==> config.mk <==
export PLATFORM = sky130hd
export DESIGN_NAME = line_junction_classifier
export DESIGN_NICKNAME = d
export VERILOG_FILES = /design/src/hdl/ljc_pkg.sv /design/src/hdl/line_junction_classifier.sv /design/src/hdl/ljc_debounce.sv /design/src/hdl/ljc_classify.sv
export SDC_FILE = /design/constraint.sdc
export NUM_CORES = 1
export LEC_CHECK = 0
export BUFFER_PORTS_ARGS = -buffer_cell sky130_fd_sc_hd__buf_2
export CORE_ASPECT_RATIO = 0.5
export CORE_MARGIN = 8
export CORE_UTILIZATION = 25
export CTS_CLUSTER_DIAMETER = 150
export DETAILED_ROUTE_END_ITERATION = 10
export HOLD_SLACK_MARGIN = 0.06
export PLACE_DENSITY_LB_ADDON = 0.15
export REMOVE_ABC_BUFFERS = 1
export SETUP_SLACK_MARGIN = 0.05
export SLEW_MARGIN = 20
export SYNTH_ARGS = -nofsm -noshare
export SYNTH_HDL_FRONTEND = slang
export SYNTH_SLANG_ARGS = --single-unit
==> constraint.sdc <==
create_clock -name clk -period 42.7 [get_ports clk]
set_clock_uncertainty 0.1 [all_clocks]
set_input_delay 2.135 -clock clk [delete_from_list [all_inputs] [get_ports clk]]
set_output_delay 2.135 -clock clk [all_outputs]
set_load 0.01 [all_outputs]
==> src/hdl/ljc_pkg.sv <==
// ----------------------------------------------------------------------------
// ljc_pkg: shared types and constants for the line junction classifier
// Junction codes, item function codes, register indexes and helper functions.
// ----------------------------------------------------------------------------
package ljc_pkg;

  localparam int SENSOR_COUNT = 4;
  localparam int CNT_W        = 8;
  localparam int POS_W        = 32;
  localparam int DIST_W       = 16;
  localparam int FUNC_W       = 2;
  localparam int CFG_IDX_W    = 2;
  localparam int CFG_DATA_W   = 16;

  // Item function codes
  localparam logic [FUNC_W-1:0] FUNC_SAMPLE = 2'd0;
  localparam logic [FUNC_W-1:0] FUNC_CLEAR  = 2'd1;
  localparam logic [FUNC_W-1:0] FUNC_READ   = 2'd2;

  // Register indexes
  localparam logic [CFG_IDX_W-1:0] CFG_DEBOUNCE_LIMIT = 2'd0;
  localparam logic [CFG_IDX_W-1:0] CFG_PASS_DELAY     = 2'd1;
  localparam logic [CFG_IDX_W-1:0] CFG_DEAD_END       = 2'd2;

  // Register reset values
  localparam logic [CNT_W-1:0]  DEBOUNCE_LIMIT_RST = 8'd3;
  localparam logic [DIST_W-1:0] PASS_DELAY_RST     = 16'd30;
  localparam logic [DIST_W-1:0] DEAD_END_RST       = 16'd100;

  // Fixed report distances in mm
  localparam logic [POS_W-1:0] LOST_REPORT_MM = 32'd100;
  localparam logic [POS_W-1:0] F_REPORT_MM    = 32'd50;

  typedef enum logic [3:0] {
    J_NONE = 4'd0,
    J_G    = 4'd1,
    J_7    = 4'd2,
    J_T    = 4'd3,
    J_I    = 4'd4,
    J_X    = 4'd5,
    J_E    = 4'd6,
    J_3    = 4'd7,
    J_DEAD = 4'd8,
    J_F    = 4'd9
  } junction_t;

  typedef struct packed {
    logic [CNT_W-1:0]  debounce_limit;
    logic [DIST_W-1:0] pass_delay_mm;
    logic [DIST_W-1:0] dead_end_mm;
  } cfg_t;

  typedef struct packed {
    junction_t                current;
    logic [SENSOR_COUNT-1:0]  filtered;
    junction_t                passed;
    logic [POS_W-1:0]         passed_pos;
    logic                     flag;
  } result_t;

  // Decode a debounced pattern (0 = line seen, bit 0 leftmost)
  function automatic junction_t junction_of(input logic [SENSOR_COUNT-1:0] p);
    junction_t j;
    unique case (p)
      4'h1, 4'h3, 4'h5, 4'h7: j = J_G;
      4'h8, 4'hA, 4'hC, 4'hE: j = J_7;
      4'h0:                   j = J_T;
      4'h9, 4'hB, 4'hD:       j = J_I;
      default:                j = J_NONE;
    endcase
    return j;
  endfunction

  // Signed travel from one position to another reaches a limit
  function automatic logic reached(input logic [POS_W-1:0] from_pos,
                                   input logic [POS_W-1:0] to_pos,
                                   input logic [POS_W-1:0] limit);
    logic signed [POS_W-1:0] d;
    d = $signed(to_pos - from_pos);
    return d >= $signed(limit);
  endfunction

endpackage

==> src/hdl/line_junction_classifier.sv <==
// ----------------------------------------------------------------------------
// line_junction_classifier: line sensor debounce and junction classifier
// Debounces four line-sensor bits, decodes junctions and reports passed ones.
// ----------------------------------------------------------------------------
// Every accepted item gives exactly one result item. An item is held in the
// input register while its whole update (debounce, decode, classification)
// runs combinationally into the result register, so a result reaches the
// outputs through the input register and then the result register; one item
// is taken per cycle when the output side keeps up.
// That rate is set by the classifier state update, made as the result is loaded.
// in_ready drops only while the input register is full and the result register
// is held by a stalled consumer. Sample items (func 0) debounce sensor_bits and
// track junctions at position_mm; clear items (func 1) reset detection at
// position_mm; read items (func 2) return the update flag and clear it. Every
// result shows the state after its item. Registers are written through the cfg
// port at any time, but take effect predictably only while no item is in
// flight; cfg_ready is always high and writes to index 3 are dropped.
module line_junction_classifier (
  input  logic                             clk,
  input  logic                             rst,
  // input item channel
  input  logic                             in_valid,
  output logic                             in_ready,
  input  logic [ljc_pkg::FUNC_W-1:0]       func,
  input  logic [ljc_pkg::SENSOR_COUNT-1:0] sensor_bits,
  input  logic signed [ljc_pkg::POS_W-1:0] position_mm,
  // result item channel
  output logic                             out_valid,
  input  logic                             out_ready,
  output logic [3:0]                       current_junction,
  output logic [ljc_pkg::SENSOR_COUNT-1:0] filtered_bits,
  output logic [3:0]                       passed_junction,
  output logic signed [ljc_pkg::POS_W-1:0] passed_position,
  output logic                             update_flag,
  // register write channel
  input  logic                             cfg_valid,
  output logic                             cfg_ready,
  input  logic [ljc_pkg::CFG_IDX_W-1:0]    cfg_index,
  input  logic [ljc_pkg::CFG_DATA_W-1:0]   cfg_data
);
  import ljc_pkg::*;

  // input register
  logic                    a_valid;
  logic [FUNC_W-1:0]       a_func;
  logic [SENSOR_COUNT-1:0] a_bits;
  logic [POS_W-1:0]        a_pos;

  // result register
  result_t                 res;
  result_t                 res_next;

  cfg_t                    cfg;
  logic                    advance;
  logic [SENSOR_COUNT-1:0] pattern_next;

  // Advance the held item when the result register is free or being emptied.
  assign advance  = a_valid && (!out_valid || out_ready);
  assign in_ready = !a_valid || advance;
  assign cfg_ready = 1'b1;

  always_ff @(posedge clk) begin
    if (rst) begin
      a_valid <= 1'b0;
    end else if (in_valid && in_ready) begin
      a_valid <= 1'b1;
    end else if (advance) begin
      a_valid <= 1'b0;
    end
  end

  // Payload holds no reset; load it on acceptance only.
  always_ff @(posedge clk) begin
    if (in_valid && in_ready) begin
      a_func <= func;
      a_bits <= sensor_bits;
      a_pos  <= position_mm;
    end
  end

  // Register writes; drop writes to unused indexes.
  always_ff @(posedge clk) begin
    if (rst) begin
      cfg.debounce_limit <= DEBOUNCE_LIMIT_RST;
      cfg.pass_delay_mm  <= PASS_DELAY_RST;
      cfg.dead_end_mm    <= DEAD_END_RST;
    end else if (cfg_valid && cfg_ready) begin
      unique case (cfg_index)
        CFG_DEBOUNCE_LIMIT: cfg.debounce_limit <= cfg_data[CNT_W-1:0];
        CFG_PASS_DELAY:     cfg.pass_delay_mm  <= cfg_data[DIST_W-1:0];
        CFG_DEAD_END:       cfg.dead_end_mm    <= cfg_data[DIST_W-1:0];
        default: ;
      endcase
    end
  end

  // Debounce runs only on sample items.
  ljc_debounce u_debounce (
    .clk          (clk),
    .rst          (rst),
    .step         (advance && a_func == FUNC_SAMPLE),
    .raw          (a_bits),
    .limit        (cfg.debounce_limit),
    .pattern_next (pattern_next)
  );

  ljc_classify u_classify (
    .clk          (clk),
    .rst          (rst),
    .step         (advance),
    .func         (a_func),
    .pos          (a_pos),
    .pattern_next (pattern_next),
    .cfg          (cfg),
    .result       (res_next)
  );

  // Output register: hold the result until the consumer takes it.
  always_ff @(posedge clk) begin
    if (rst) begin
      out_valid <= 1'b0;
    end else if (advance) begin
      out_valid <= 1'b1;
    end else if (out_ready) begin
      out_valid <= 1'b0;
    end
  end

  always_ff @(posedge clk) begin
    if (advance) res <= res_next;
  end

  assign current_junction = res.current;
  assign filtered_bits    = res.filtered;
  assign passed_junction  = res.passed;
  assign passed_position  = $signed(res.passed_pos);
  assign update_flag      = res.flag;

endmodule

==> src/hdl/ljc_debounce.sv <==
// ----------------------------------------------------------------------------
// ljc_debounce: sensor debounce
// One saturating up/down counter per sensor bit; sets or clears the bit.
// ----------------------------------------------------------------------------
module ljc_debounce (
  input  logic                             clk,
  input  logic                             rst,
  input  logic                             step,
  input  logic [ljc_pkg::SENSOR_COUNT-1:0] raw,
  input  logic [ljc_pkg::CNT_W-1:0]        limit,
  output logic [ljc_pkg::SENSOR_COUNT-1:0] pattern_next
);
  import ljc_pkg::*;

  logic [CNT_W-1:0]        cnt      [SENSOR_COUNT];
  logic [CNT_W-1:0]        cnt_calc [SENSOR_COUNT];
  logic [SENSOR_COUNT-1:0] pattern;
  logic [SENSOR_COUNT-1:0] pattern_calc;

  always_comb begin
    for (int i = 0; i < SENSOR_COUNT; i++) begin
      cnt_calc[i] = cnt[i];
      if (raw[i]) begin
        if (cnt[i] < limit) cnt_calc[i] = cnt[i] + 8'd1;
      end else if (cnt[i] != '0) begin
        cnt_calc[i] = cnt[i] - 8'd1;
      end
      pattern_calc[i] = pattern[i];
      if (cnt_calc[i] >= limit) begin
        pattern_calc[i] = 1'b1;
        cnt_calc[i]     = limit;
      end else if (cnt_calc[i] == '0) begin
        pattern_calc[i] = 1'b0;
      end
    end
  end

  assign pattern_next = step ? pattern_calc : pattern;

  always_ff @(posedge clk) begin
    if (rst) begin
      pattern <= '1;
      for (int i = 0; i < SENSOR_COUNT; i++) cnt[i] <= '0;
    end else if (step) begin
      pattern <= pattern_calc;
      for (int i = 0; i < SENSOR_COUNT; i++) cnt[i] <= cnt_calc[i];
    end
  end

endmodule

==> src/hdl/ljc_classify.sv <==
// ----------------------------------------------------------------------------
// ljc_classify: junction tracking and classification
// Holds the junction history and positions; gives the state after each item.
// ----------------------------------------------------------------------------
module ljc_classify (
  input  logic                             clk,
  input  logic                             rst,
  input  logic                             step,
  input  logic [ljc_pkg::FUNC_W-1:0]       func,
  input  logic [ljc_pkg::POS_W-1:0]        pos,
  input  logic [ljc_pkg::SENSOR_COUNT-1:0] pattern_next,
  input  ljc_pkg::cfg_t                    cfg,
  output ljc_pkg::result_t                 result
);
  import ljc_pkg::*;

  junction_t        now_junction, now_n;
  junction_t        held, held_n;
  junction_t        last_passed, last_n;
  logic             passed_flag, pflag_n;
  logic             handled, handled_n;
  logic [POS_W-1:0] lost_pos, lost_n;
  logic [POS_W-1:0] tee_pos, tee_n;
  logic [POS_W-1:0] nontriv_pos, nontriv_n;
  logic [POS_W-1:0] passed_pos, ppos_n;
  logic             flag_out;

  always_comb begin
    junction_t cur;
    junction_t prev;
    now_n     = now_junction;
    held_n    = held;
    last_n    = last_passed;
    pflag_n   = passed_flag;
    handled_n = handled;
    lost_n    = lost_pos;
    tee_n     = tee_pos;
    nontriv_n = nontriv_pos;
    ppos_n    = passed_pos;
    cur       = junction_of(pattern_next);
    prev      = now_junction;

    unique case (func)
      FUNC_SAMPLE: begin
        now_n = cur;
        if (prev != J_NONE && cur == J_NONE) begin
          lost_n = pos;
        end else if (prev != J_T && cur == J_T) begin
          tee_n = pos;
        end
        if (cur != J_NONE && cur != J_I) nontriv_n = pos;

        // latch the junction just left
        if (prev != cur && held != J_T && prev != J_NONE && prev != J_I) begin
          held_n    = prev;
          handled_n = 1'b0;
        end

        // classify once far enough past the last nontrivial junction
        if (!handled_n && reached(nontriv_n, pos, {16'd0, cfg.pass_delay_mm})) begin
          handled_n = 1'b1;
          if (cur == J_I || cur == J_NONE) begin
            pflag_n = 1'b1;
            if (cur == J_NONE) begin
              last_n = held_n;
            end else begin
              unique case (held_n)
                J_T:     last_n = J_X;
                J_G:     last_n = J_E;
                J_7:     last_n = J_3;
                J_NONE:  pflag_n = 1'b0;
                default: ;
              endcase
            end
            if (pflag_n) ppos_n = pos;
            if (cur == J_NONE) lost_n = pos;
            held_n = cur;
          end
        end

        if (last_n != J_DEAD && last_n != J_NONE && held_n == J_I && cur == J_NONE &&
            reached(lost_n, pos, {16'd0, cfg.dead_end_mm})) begin
          pflag_n = 1'b1;
          ppos_n  = pos;
          last_n  = J_DEAD;
        end

        if (last_n != J_NONE && prev == J_NONE && reached(lost_n, pos, LOST_REPORT_MM)) begin
          pflag_n = 1'b1;
          ppos_n  = pos;
          last_n  = J_NONE;
        end else if (last_n != J_F && prev == J_T && reached(tee_n, pos, F_REPORT_MM)) begin
          pflag_n = 1'b1;
          ppos_n  = pos;
          last_n  = J_F;
        end
      end
      FUNC_CLEAR: begin
        pflag_n   = 1'b0;
        held_n    = J_I;
        lost_n    = pos;
        nontriv_n = pos;
        handled_n = 1'b1;
      end
      default: ;
    endcase

    flag_out = pflag_n;
    if (func == FUNC_READ) pflag_n = 1'b0;
  end

  always_comb begin
    result.current    = now_n;
    result.filtered   = pattern_next;
    result.passed     = last_n;
    result.passed_pos = ppos_n;
    result.flag       = flag_out;
  end

  always_ff @(posedge clk) begin
    if (rst) begin
      now_junction <= J_NONE;
      held         <= J_NONE;
      last_passed  <= J_NONE;
      passed_flag  <= 1'b0;
      handled      <= 1'b1;
      lost_pos     <= '0;
      tee_pos      <= '0;
      nontriv_pos  <= '0;
      passed_pos   <= '0;
    end else if (step) begin
      now_junction <= now_n;
      held         <= held_n;
      last_passed  <= last_n;
      passed_flag  <= pflag_n;
      handled      <= handled_n;
      lost_pos     <= lost_n;
      tee_pos      <= tee_n;
      nontriv_pos  <= nontriv_n;
      passed_pos   <= ppos_n;
    end
  end

endmodule
# Yosys cells after proc, flatten, opt, wreduce, memory -nomap -nowiden
# Memories as Yosys holds them, arrays and structs flattened.
# Index checks and enable logic that the tools add are counted.
# W data, S select, Z words.
dict set report op_classes {
  order_cmp 12
  reduce_logical 49
  eq_ne 18
  addsub 11
  bitwise_logic 4
  n_mux 90
}
# cell count
set ops {}
lappend ops {{$mux W32} 17}
lappend ops {{$mux W8} 20}
lappend ops {{$pmux W32 S2} 2}
lappend ops {{$sub A32 B32 Y32} 3}
lappend ops {{$ge A32 B17 Y1} 2}
lappend ops {{$mux W4} 16}
lappend ops {{$add A8 B1 Y8 const B} 4}
lappend ops {{$ge A32 B7 Y1 const B} 1}
lappend ops {{$ge A32 B8 Y1 const B} 1}
lappend ops {{$ge A8 B8 Y1} 4}
lappend ops {{$logic_not A8 Y1} 4}
lappend ops {{$lt A8 B8 Y1} 4}
lappend ops {{$reduce_bool A8 Y1} 4}
lappend ops {{$sub A8 B1 Y8 const B} 4}
lappend ops {{$mux W1} 31}
lappend ops {{$logic_and A1 B1 Y1} 18}
lappend ops {{$eq A4 B2 Y1 const B} 4}
lappend ops {{$reduce_bool A4 Y1} 4}
lappend ops {{$logic_not A4 Y1} 3}
lappend ops {{$pmux W4 S3} 1}
lappend ops {{$reduce_and A2 Y1} 5}
lappend ops {{$eq A4 B3 Y1 const B} 2}
lappend ops {{$ne A4 B2 Y1 const B} 2}
lappend ops {{$ne A4 B3 Y1 const B} 2}
lappend ops {{12 further kinds} 26}
dict set report word_totals {
  n_memories 2
  reg_bits 271
  mem_bits_ro 48
  ramBits 32
  output_inout_bits 48
  input_bits 61
}
# memory depth word_bits rd rd_clocked_by_memory_dff wr line
set memory_table {}
lappend memory_table {{(name not given)} 16 3 1 0 0 ljc_pkg.sv:64} ;# unique case (p)
lappend memory_table {u_debounce.cnt 4 8 4 0 4 ljc_debounce.sv:15} ;# logic [CNT_W-1:0] cnt [SENSOR_COUNT];

# Longest topological paths before layout
# Gate-level depths: netlist of run 1.
# An unclocked memory read counts as a cell.
dict set report logic_depth {
  ltp_word 35
  ltp_mapped 82
  mapped_depth_nobuf 73
}

# Cells and area by module
# From an unflattened synthesis of run 1, not the netlist that was laid out.
dict set report unflattened {
  hier_cells 2793
  hier_area_um2 23566.4
}
# module area_per_inst_um2 n_inst seq_area_each_um2 cells_each
set modules_own_cells {}
lappend modules_own_cells {ljc_classify 14646.5 1 2842.7 1981}
lappend modules_own_cells {ljc_debounce 4652.0 1 1041.0 557}
lappend modules_own_cells {line_junction_classifier 4267.8 1 3333.2 255}

# Worst setup path before layout of run 1
# OpenSTA, ideal clock, no wires.
dict set report synth_timing {
  path_kind {input port to flip-flop}
  from {input port out_ready}
  to {register res (netlist bit passed_position[10]), data pin}
  slack_ns 27.212
  arrival_time_ns 15.128
  t_required_ns 42.340
  path_buffers 11
  setup_time_ns 0.260
  path_stages 73
  cell_sequence {nor2b_1 -> nand2b_1 -> inv_1 -> nand2_1 -> or3_1 -> a2111oi_2 -> a21o_1 -> buf_4 -> inv_2 -> buf_2 -> nand3_1 -> o21ai_1 -> buf_2 -> clkbuf_1 -> nand2_1 -> o21ai_0 -> ha_1 -> clkbuf_1 -> [37 not listed] -> xnor2_1 -> ha_1 -> a21oi_1 -> nor2b_1 -> o21ai_0 -> nand2b_1 -> a21oi_1 -> nor2b_1 -> o21ai_0 -> nand2b_1 -> a211oi_1 -> nand2_1 -> nor4_1 -> a22oi_1 -> o31a_1 -> buf_6 -> buf_6 -> mux2_4}
}
# item line
set synth_lines {}
lappend synth_lines {{start, declared} line_junction_classifier.sv:29} ;# input logic out_ready,
lappend synth_lines {{end signal, assigned} line_junction_classifier.sv:130} ;# if (advance) res <= res_next;
lappend synth_lines {{end, declared} line_junction_classifier.sv:50} ;# result_t res;

==> run metrics, run 1 <==
Post-DRT Antenna Nets 0; crit path capture passed_position[4]; most frequent cells in the layout nand2_1 (328), a21oi_1 (280), nor2_1 (266), dfxtp_1 (188), ha_1 (179); multi-input logic area 0.0153 mm²; switching pwr 0.256 mW; RSZ-0062 raised after global routing no; DR WL/cell 19.7 µm; Worst Path Buf+Inv 5; Setup TNS 0 ps; power per standard cell area 30.6 mW/mm²; top cells by area, synth dfxtp_1 (16%), edfxtp_1 (15%), ha_1 (9.5%); Final Net Count 3150; worst-case clock buffer depth 3; Pleak 9.55 nW; Post-synth EDFFs 115; clock latency on the worst-skew pair 590 ps; critical path class flop to flop; R2R Path Start u_debounce.cnt[0][2]; Crit path depth 70; Achievable Freq 56.6 MHz; crit path from u_debounce.cnt[0][2]; Synth area leader dfxtp_1; R2R cell count 70; main flop type after synthesis dfxtp_1; Die Y-Extent 233 µm; Final GP Congestion 0.890; initial core utilization 25.3%; Cells after DPL 4124; number of synthesized register bits 303; max cap viols 0; Area after DPL 0.0255 mm²; Port Buffers 107; Area Growth Syn to Fin 13.5%; design area 0.0268 mm²; Slew Limit Fails 0; combinational group share of total power 20.1%; FF-to-FF End passed_position[4]; Avg Cell Area, Syn 8.26 µm²; CTS tree done; CTS Buf Count 38; Die Wd 450 µm; Async S/R FF share, synth 0%; GRT Total Usage 15.0%; Top Family by Delay on Critical Path compound AO/OA/AOI/OAI gates; # setup viols final 0; Crit Path Max Fanout 20; share of the synthesized area in the top cell type 16.0%; CTS root buf clkbuf_16; Hold/Removal Path Class flop to flop; vias in the first global route 20600; Overflow after GRT 0; Worst-Margin Slew 1150 ps; H-tree depth 2; Worst VDD drop 0.0224 mV; Max stage delay on crit path 750 ps; Slew HR 22.3%; switching share of total power 31.3%; Mapped Area 0.0236 mm²; post-synth cell types 111; Final Cycle Share 41.4%; Sinks on Clock Net 303; Syn. warnings 0; Tmin final 17660 ps; # IOs 109; filler instances 10000; Finished Core Util 28.7%; antenna violations before repair 1; WHS 353 ps; Syn Inst Count 2855; cts hold-fix bufs 0; global-route wire length before repair 126 mm; WP data arrival 17890 ps; cell-internal power 0.562 mW; DR vias 21200; layout cells sized above 1 11.5%; Row Count 79; status completed; # DRC 0; Routed WL 82.6 mm; crit path capture type flop; final hold vios 0; hpwl dp 61.4 mm; Worst EP required 42920 ps; TritonRoute pass-1 iters 6; Worst-path clk slew 60 ps; core area 0.0932 mm²; commonest non-fill, non-tap cell in the layout nand2_1; register area 0.00722 mm²; setup repair bufs after CTS 0; 1st-iter DRT viols 1426; Flop pwr share 38.9%; Slowest cell on crit path o21ai_4; largest net degree at the start of global routing 173; Finished Layout Cells 4194; # diodes 0; critical path startpoint category flop; PostCTS Resize Cnt 0; routed vias/inst 5.06; die footprint 0.105 mm²; Clock power frac 40.9%; Seq/Total Area, Yosys 30.6%; FF-to-FF setup slack 25040 ps
==> synth_stat cells, drive strengths merged, types with 14 or more instances <==
cell and n:
nand3 46, o21bai 20, ha 179, edfxtp 115, a21o 53, mux2i 120
a211o 14, nor2b 54, o31ai 28, nor3 50, clkbuf 113, a31oi 25
nand2 330, dfxtp 188, nor4 22, and2 30, mux2 41, o21ai 115
a22oi 14, o21a 21, nand4 34, a21oi 286, buf 32, inv 117
nor2 268, and3 28, or2 20, a211oi 81, xnor2 45, nand2b 114
o211ai 26
==> cell type report <==
type	count	share of cell area [%]
multi-input cells	2290	57.3
flip-flops and latches	303	27.0
well taps	1255	5.86
clock buffers	50	3.99
repair buffers	159	3.53
inverters	117	1.64
clock inverters	20	0.729
==> sequential cells by signal, indices dropped and copies added, names as in the netlist <==
name and count:
u_classify.now_junction 4, u_debounce.pattern 4, a_bits 4, u_classify.nontriv_pos 32, passed_junction 4, a_func 2, a_pos 32, u_classify.lost_pos 32
u_classify.passed_flag 1, current_junction 4, filtered_bits 4, u_classify.held 4, u_classify.tee_pos 32, u_classify.passed_pos 32, u_debounce.cnt 32, a_valid 1
out_valid 1, u_classify.last_passed 4, passed_position 32, u_classify.handled 1, cfg 40, update_flag 1
==> routing by layer <==
layer	track usage (%)	part of all wire, %
met4	4.14	2.6
met5	0	0.016
met1	20.3	48
met2	25.2	45
met3	2.07	4.0
==> power groups by stage <==
stage,sequential [mW],clock [mW],combinational (mW)
finish,0.319,0.335,0.165
CTS,0.319,0.348,0.165
global placement,0.325,0,0.165
detailed placement,0.325,0,0.165
floorplan,0.324,0,0.109
global route,0.320,0.357,0.185
==> tightest hold or removal path: stages, from the launching register on <==
cell	delay (ps)
dfxtp_1	310
nand2_1	50
a21oi_1	50
==> through the flow <==
step	worst slack [ps]	total power, mW
final	25040	0.819
after global routing	23680	0.862
after CTS	24810	0.832
after detailed placement	24870	0.490
after global placement	25310	0.490
after floorplan	24870	0.433
==> worst min path at each step <==
stage | cells past startpoint | start | endpoint
final | 2 | u_classify.nontriv_pos[12] | u_classify.nontriv_pos[12]
after CTS | 2 | u_classify.nontriv_pos[12] | u_classify.nontriv_pos[12]
after global routing | 2 | u_classify.nontriv_pos[25] | u_classify.nontriv_pos[25]
after detailed placement | 2 | u_classify.nontriv_pos[12] | u_classify.nontriv_pos[12]
after global placement | 2 | u_classify.nontriv_pos[14] | u_classify.nontriv_pos[14]
after floorplan | 2 | u_classify.lost_pos[12] | u_classify.lost_pos[12]
==> logic make-up (layout without fill, tap and decap cells) <==
family                   Yosys count  in the layout  share of synthesized area (%)
multiplexers                     161            161                           7.51
other                              1              1                         0.0159
AND/OR/NAND/NOR                 1070           1070                           22.4
adder cells (fa/ha/maj)          187            187                           9.88
flip-flops                       303            303                           30.6
XOR/XNOR                          58             58                           2.15
buffers and inverters            262            346                           4.55
AO/OA/AOI/OAI                    813            813                           22.9
No activity file was read; power rests on OpenSTA's default activity.
==> inputs of run 2 (changes only) <==
- clock period: 42.7 -> 16.8 ns (I/O delays scaled with it)
==> run metrics, run 2 (synthesized netlist as in run 1, its figures left out) <==
# diodes 0; hpwl dp 62.9 mm; Area after DPL 0.0256 mm²; layout cells sized above 1 12.1%; cts hold-fix bufs 0; setup repair bufs after CTS 0; WHS 324 ps; # DRC 0; Sinks on Clock Net 303; max cap viols 0; Slew HR 27.4%; die footprint 0.105 mm²; CTS Buf Count 37; Finished Core Util 28.8%; Port Buffers 107; clock latency on the worst-skew pair 590 ps; GRT Total Usage 15.3%; Achievable Freq 64.6 MHz; final hold vios 0; CTS tree done; Final GP Congestion 0.879; initial core utilization 25.3%; Final Cycle Share 92.1%; Die Y-Extent 233 µm; design area 0.0268 mm²; DR vias 21400; Overflow after GRT 0; Flop pwr share 39.6%; Worst-Margin Slew 1090 ps; Cells after DPL 4132; Worst-path clk slew 60 ps; switching pwr 0.652 mW; vias in the first global route 20700; 1st-iter DRT viols 1613; worst-case clock buffer depth 3; Tmin final 15480 ps; Setup TNS 0 ps; combinational group share of total power 20.3%; Worst VDD drop 0.0557 mV; Pleak 9.57 nW; crit path capture type flop; largest net degree at the start of global routing 87; Post-DRT Antenna Nets 0; Crit Path Max Fanout 17; # IOs 109; DR WL/cell 19.7 µm; Area Growth Syn to Fin 13.7%; cell-internal power 1.40 mW; CTS root buf clkbuf_16; Slew Limit Fails 0; Clock power frac 40.1%; H-tree depth 2; Biggest register cfg; power per standard cell area 76.7 mW/mm²; Hold/Removal Path Class primary input to flop; TritonRoute pass-1 iters 6; Slowest cell on crit path or4_4; Finished Layout Cells 4200; Final Net Count 3157; status completed; critical path class flop to flop; Row Count 79; Routed WL 82.9 mm; Worst EP required 17030 ps; core area 0.0932 mm²; antenna violations before repair 2; PostCTS Resize Cnt 0; number of flip-flops under the largest register name 40; switching share of total power 31.7%; WP data arrival 15720 ps; routed vias/inst 5.09; Die Wd 450 µm; global-route wire length before repair 128 mm; most frequent cells in the layout nand2_1 (328), a21oi_1 (281), nor2_1 (266), dfxtp_1 (188), ha_1 (179); # setup viols final 0; critical path startpoint category flop; commonest non-fill, non-tap cell in the layout nand2_1; Max stage delay on crit path 600 ps; RSZ-0062 raised after global routing no
run 2: area by class of cell:
| cell class | instances | area [µm²] |
|---|---|---|
| fill | 9997 | 66400 |
| multi-input combinational | 2290 | 15400 |
| sequential | 303 | 7220 |
| tap | 1255 | 1570 |
| clock buffer | 47 | 1000 |
| timing repair buffer | 167 | 996 |
| inverter | 117 | 443 |
| clock inverter | 21 | 193 |
run 2: power by group through the flow:
stage	combinational [mW]	sequential [mW]	clock, mW
global route	0.469	0.817	0.884
global placement	0.415	0.830	0
detailed placement	0.415	0.830	0
finish	0.418	0.813	0.824
CTS	0.417	0.814	0.859
floorplan	0.278	0.823	0
run 2: path summary, 6_finish.rpt:
| check | from | to | slack [ps] | cells past startpoint |
|---|---|---|---|---|
| worst max-delay path | cfg[37] | passed_position[11] | 1320 | 74 |
| worst min-delay path | position_mm[28] | a_pos[28] | 320 | 1 |
| worst max register to register | cfg[37] | passed_position[11] | 1320 | 74 |
| worst min register to register | u_classify.nontriv_pos[17] | u_classify.nontriv_pos[17] | 350 | 2 |
run 2: critical path: cells and delay by family, from the launching register on:
family                     cells  cell delay, ps
AOI/OAI and AO/OA             32            5960
xor gates and xnor gates       2             450
adders and majority gates      7            2000
buffers and inverters          8            1650
DFF                            1             380
muxes                          2             470
and+or+nand+nor               23            4180
run 2: routing by layer:
| metal | track usage (%) | vias up | routed length [µm] |
|---|---|---|---|
| li1 | - | 10600 | - |
| met1 | 21.3 | 10300 | 40900 |
| met2 | 25.2 | 395 | 37300 |
| met3 | 2.00 | 87 | 3110 |
| met4 | 3.23 | 2 | 1500 |
| met5 | 0 | - | 12 |
run 2: stage by stage:
step                      power, mW  worst slack (ps)
after CTS                      2.09               735
after floorplan                1.10               147
after global routing           2.17              51.7
final                          2.06              1320
after detailed placement       1.24               817
after global placement         1.25              1070
